===== src/rtl/core/mdc_ram.sv =====
// ============================================================================
// mdc_ram: generic single-port-write, single-port-read RAM
// One write and one registered read per cycle; contents are not reset.
// ============================================================================
module mdc_ram #(
  parameter int WIDTH = 8,
  parameter int DEPTH = 64
) (
  input  logic                     clk_i,
  input  logic                     we_i,
  input  logic [$clog2(DEPTH)-1:0] waddr_i,
  input  logic [WIDTH-1:0]         wdata_i,
  input  logic                     re_i,
  input  logic [$clog2(DEPTH)-1:0] raddr_i,
  output logic [WIDTH-1:0]         rdata_o
);

  logic [WIDTH-1:0] mem_q [DEPTH];
  logic [WIDTH-1:0] rdata_q;

  always_ff @(posedge clk_i) begin
    if (we_i) begin
      mem_q[waddr_i] <= wdata_i;
    end
    if (re_i) begin
      rdata_q <= mem_q[raddr_i];
    end
  end

  assign rdata_o = rdata_q;

endmodule


===== config.mk =====
export PLATFORM = sky130hd
export DESIGN_NAME = mdc_ram
export DESIGN_NICKNAME = d
export VERILOG_FILES = /design/src/rtl/core/mdc_ram.sv
export SDC_FILE = /design/constraint.sdc
export NUM_CORES = 1
export LEC_CHECK = 0
export ABC_AREA = 1
export BUFFER_PORTS_ARGS = -buffer_cell sky130_fd_sc_hd__buf_2
export CAP_MARGIN = 20
export CELL_PAD_IN_SITES_DETAIL_PLACEMENT = 1
export CELL_PAD_IN_SITES_GLOBAL_PLACEMENT = 1
export CORE_MARGIN = 2
export CORE_UTILIZATION = 51
export DETAILED_ROUTE_END_ITERATION = 7
export PLACE_DENSITY = 0.79
export SLEW_MARGIN = 10
export SYNTH_ARGS = -nofsm -noshare
export SYNTH_HDL_FRONTEND = slang
export SYNTH_SLANG_ARGS = --single-unit

===== constraint.sdc =====
create_clock -name clk_i -period 2.6 [get_ports clk_i]
set_input_delay 0.26 -clock clk_i [delete_from_list [all_inputs] [get_ports clk_i]]
set_output_delay 0.26 -clock clk_i [all_outputs]
set_load 0.02 [all_outputs]

==> impl_results.rst <==
.. list-table::
   :header-rows: 1

   * - Metric
     - Value
   * - Share of post-route cells with drive strength above 1
     - 10.4%
   * - Final hold slack
     - 0.137 ns
   * - Post-synth top flop
     - edfxtp_1
   * - Worst hold start
     - wdata_i[6]
   * - Largest net degree at the start of global routing
     - 98
   * - Power Total
     - 0.0176 W
   * - Worst hold path cell count
     - 1
   * - Number of pins exceeding their max-slew limit in the final report
     - 0
   * - Effective utilization at floorplan
     - 51.4%
   * - Crit path capture type
     - flip-flop
   * - Num CTS Buffers
     - 52
   * - Type of element launching the critical path
     - input port
   * - Number of design-rule violations left by the first detailed-router iteration
     - 1651
   * - Launch point of the worst path
     - raddr_i[0]
   * - Ys async rst share
     - 0%
   * - Antenna-violating nets left
     - 0
   * - RSZ-0062 raised after global routing
     - no
   * - Top Usage Layer GRT
     - met2
   * - Path type of the worst min-delay path
     - in2reg
   * - Fillcell total
     - 4255
   * - Achievable Freq
     - 636 MHz
   * - Count of maximum capacitance violations
     - 0
   * - Clock-pin slew reported for the worst setup and hold paths after clock tree synthesis
     - 0.06 ns
   * - Endpoint of the worst hold-timing path
     - mem_q[26][6]
   * - Syn Inst Count
     - 1805
   * - Top cells by area in the synthesized netlist
     - edfxtp_1 (73%), nand2_1 (11%), nand3_1 (10%)
   * - Setup skew after layout
     - 0.0264 ns
   * - Final setup slack of the worst path
     - 1.03 ns
   * - DR pass1 iterations
     - 6
   * - Worst path required time
     - 3.08 ns
   * - WL final
     - 64.3 mm
   * - Slowest cell on the critical path
     - buf_4
   * - Total nets after synthesis
     - 1828
   * - Final-stage net count
     - 1902
   * - Arrival time of the worst setup path
     - 2.05 ns
   * - Ratio of total power to cell area
     - 736 mW/mm^2
   * - Deepest level of the CTS H-tree
     - 2
   * - Delay of the slowest cell on the worst path
     - 0.52 ns
   * - Register bit count reported by yosys
     - 520
   * - Die X
     - 209 um
   * - Final HPWL from detailed placement
     - 39.8 mm
   * - Number of synthesized flops with an enable pin
     - 520
   * - Vias in the first global route
     - 15.7k
   * - Clock insertion delay at the later pin of the skew report
     - 0.61 ns
   * - Antenna violations before repair
     - 2
   * - Signed area change from the synthesized netlist to the final layout
     - 12.0%
   * - Placement Rows
     - 75
   * - Sequential-to-total area share from yosys stat
     - 72.9%
   * - Beginning of the worst register-to-register path
     - mem_q[51][0]
   * - Global-route wire length before repair
     - 97.0 mm
   * - Area inside the core boundary
     - 0.0417 mm^2
   * - Count of input and output buffers
     - 30
   * - Core utilization of the finished layout
     - 57.6%
   * - Tightest Pin Transition
     - 0.945 ns
   * - Clock Path Buffers
     - 3
   * - Synth cell count leaders
     - nand2_1 (648), edfxtp_1 (520), nand3_1 (439)
   * - Number of vias after detailed routing
     - 14.8k
   * - Count of cell types in the netlist
     - 15
   * - GR Util met2
     - 49.2%
   * - Post-CTS setup repair buffer count
     - 0
   * - Pre-CTS setup slack
     - 0.480 ns
   * - Max-slew headroom
     - 36.9%
   * - Grt ovf
     - 0
   * - Leading area contributor after synthesis
     - edfxtp_1
   * - Die Span Y
     - 209 um
   * - Final-report hold violation count
     - 0
   * - Capturing point of the worst reg2reg path
     - rdata_o[0]
   * - Final period util
     - 60.5%
   * - Met3 track demand over resource
     - 5.46%
   * - List of cells traversed by the critical path
     - buf_6 -> buf_4 -> nand2_1 -> nand3_1 -> nand3_1 -> nand2_1 -> nand2_1 -> nand3_1 -> nand3_1 -> nand2_1
   * - Run status
     - complete, no violations
   * - Fraction of met1 tracks used by global routing
     - 38.5%
   * - Worst R2R Path Depth
     - 8
   * - Synth top area share
     - 72.9%
   * - Number of DRC violations after detailed routing
     - 0
   * - CTS tree
     - done
   * - Most frequent cell after synthesis
     - nand2_1
   * - Total negative slack
     - 0 ns
   * - Lkg Pwr
     - 8.74 nW
   * - Maximum net fanout on the critical path
     - 54
   * - Post-synthesis instance area
     - 0.0214 mm^2
   * - Number of clock sinks
     - 520
   * - Root buf cell
     - clkbuf_16
   * - Count of pins on the block boundary
     - 31
   * - Via-per-instance ratio
     - 6.02
   * - Maximum vdd drop
     - 0.593 mV
   * - Total Die Area
     - 0.0437 mm^2
   * - Wire length per cell
     - 26.1 um
   * - Final weighted congestion of routability-driven global placement
     - 0.906
   * - Register-to-register setup slack
     - 1.06 ns
   * - Syn. warnings
     - 0
   * - Period minus WS final
     - 1.57 ns
   * - Final-report setup violation count
     - 0
   * - All-layer global routing usage
     - 29.9%
   * - Synthesized area divided by synthesized cell count
     - 11.9 um^2
   * - Setup Crit Path Kind
     - in2reg
[power breakdown]
group / leakage, nW / total (W) / switching (W) / internal [W]
clock: 0.759 / 0.00712 / 0.00315 / 0.00396
sequential: 4.69 / 0.00933 / 0.0000293 / 0.00930
combinational: 3.30 / 0.00121 / 0.000914 / 0.000291
[how the worst max path moves through the flow]
stage | end | slack (ns) | depth (start not counted)
final | rdata_o[0] | 1.03 | 10
after global routing | rdata_o[1] | 0.92 | 6
after CTS | rdata_o[0] | 1.06 | 8
after detailed placement | rdata_o[0] | 0.48 | 10
after global placement | rdata_o[6] | 0.57 | 10
after floorplan | mem_q[48][0] | 0.57 | 3
[metal layers]
metal  wire [um]  part of all wire (%)
met5           9                 0.014
met4        3010                   4.7
met3        4690                   7.3
met2       31600                    49
met1       25000                    39
[cells in the final DEF (no fill, tap or decap), types with 2 or more instances in the layout]
master	instances
nor2_1	56
nand4_1	9
nor4_1	8
inv_6	2
buf_2	28
clkbuf_16	52
nand3_1	439
clkinv_1	13
diode_2	3
buf_12	15
clkbuf_1	14
inv_1	9
edfxtp_1	520
nand2_1	648
buf_4	88
bufinv_16	3
clkinv_2	6
[through the flow]
step	cell area [um^2]	cells
4_1_cts	24000	2456
3_5_place_dp	22400	2363
3_3_place_gp	22400	2363
6_report	24000	2459
5_1_grt	24000	2457
2_1_floorplan	21400	1805
[logic make-up after synthesis]
group,after synthesis,synth area share (%)
and+or+nand+nor,1160,23.1
buffers and inverters,125,4.01
DFF,520,72.9
[critical path, delay by kind of cell]
family                 cells  cell delay [ns]
buffers and inverters      2             0.67
and+or+nand+nor            8             1.07
[flip-flops by register name (all words and copies together), names as in the netlist]
| register | flops |
|---|---|
| rdata_o | 8 |
| mem_q | 512 |
[cell type report]
type / count / area (um^2) / area share, %
sequential: 520 / 15600 / 65.1
multi-input combinational: 1160 / 4950 / 20.6
clock buffer: 66 / 1350 / 5.65
timing repair buffer: 133 / 1120 / 4.68
tap: 539 / 674 / 2.81
clock inverter: 26 / 210 / 0.877
inverter: 12 / 52.6 / 0.219
antenna: 3 / 7.51 / 0.0313
[timing repair]
item / CTS / global route
hold buffers: 1 / 0
resized for setup: 0 / 0
hold endpoints to repair: 6 / 0
(Power assumes the default switching activity.)
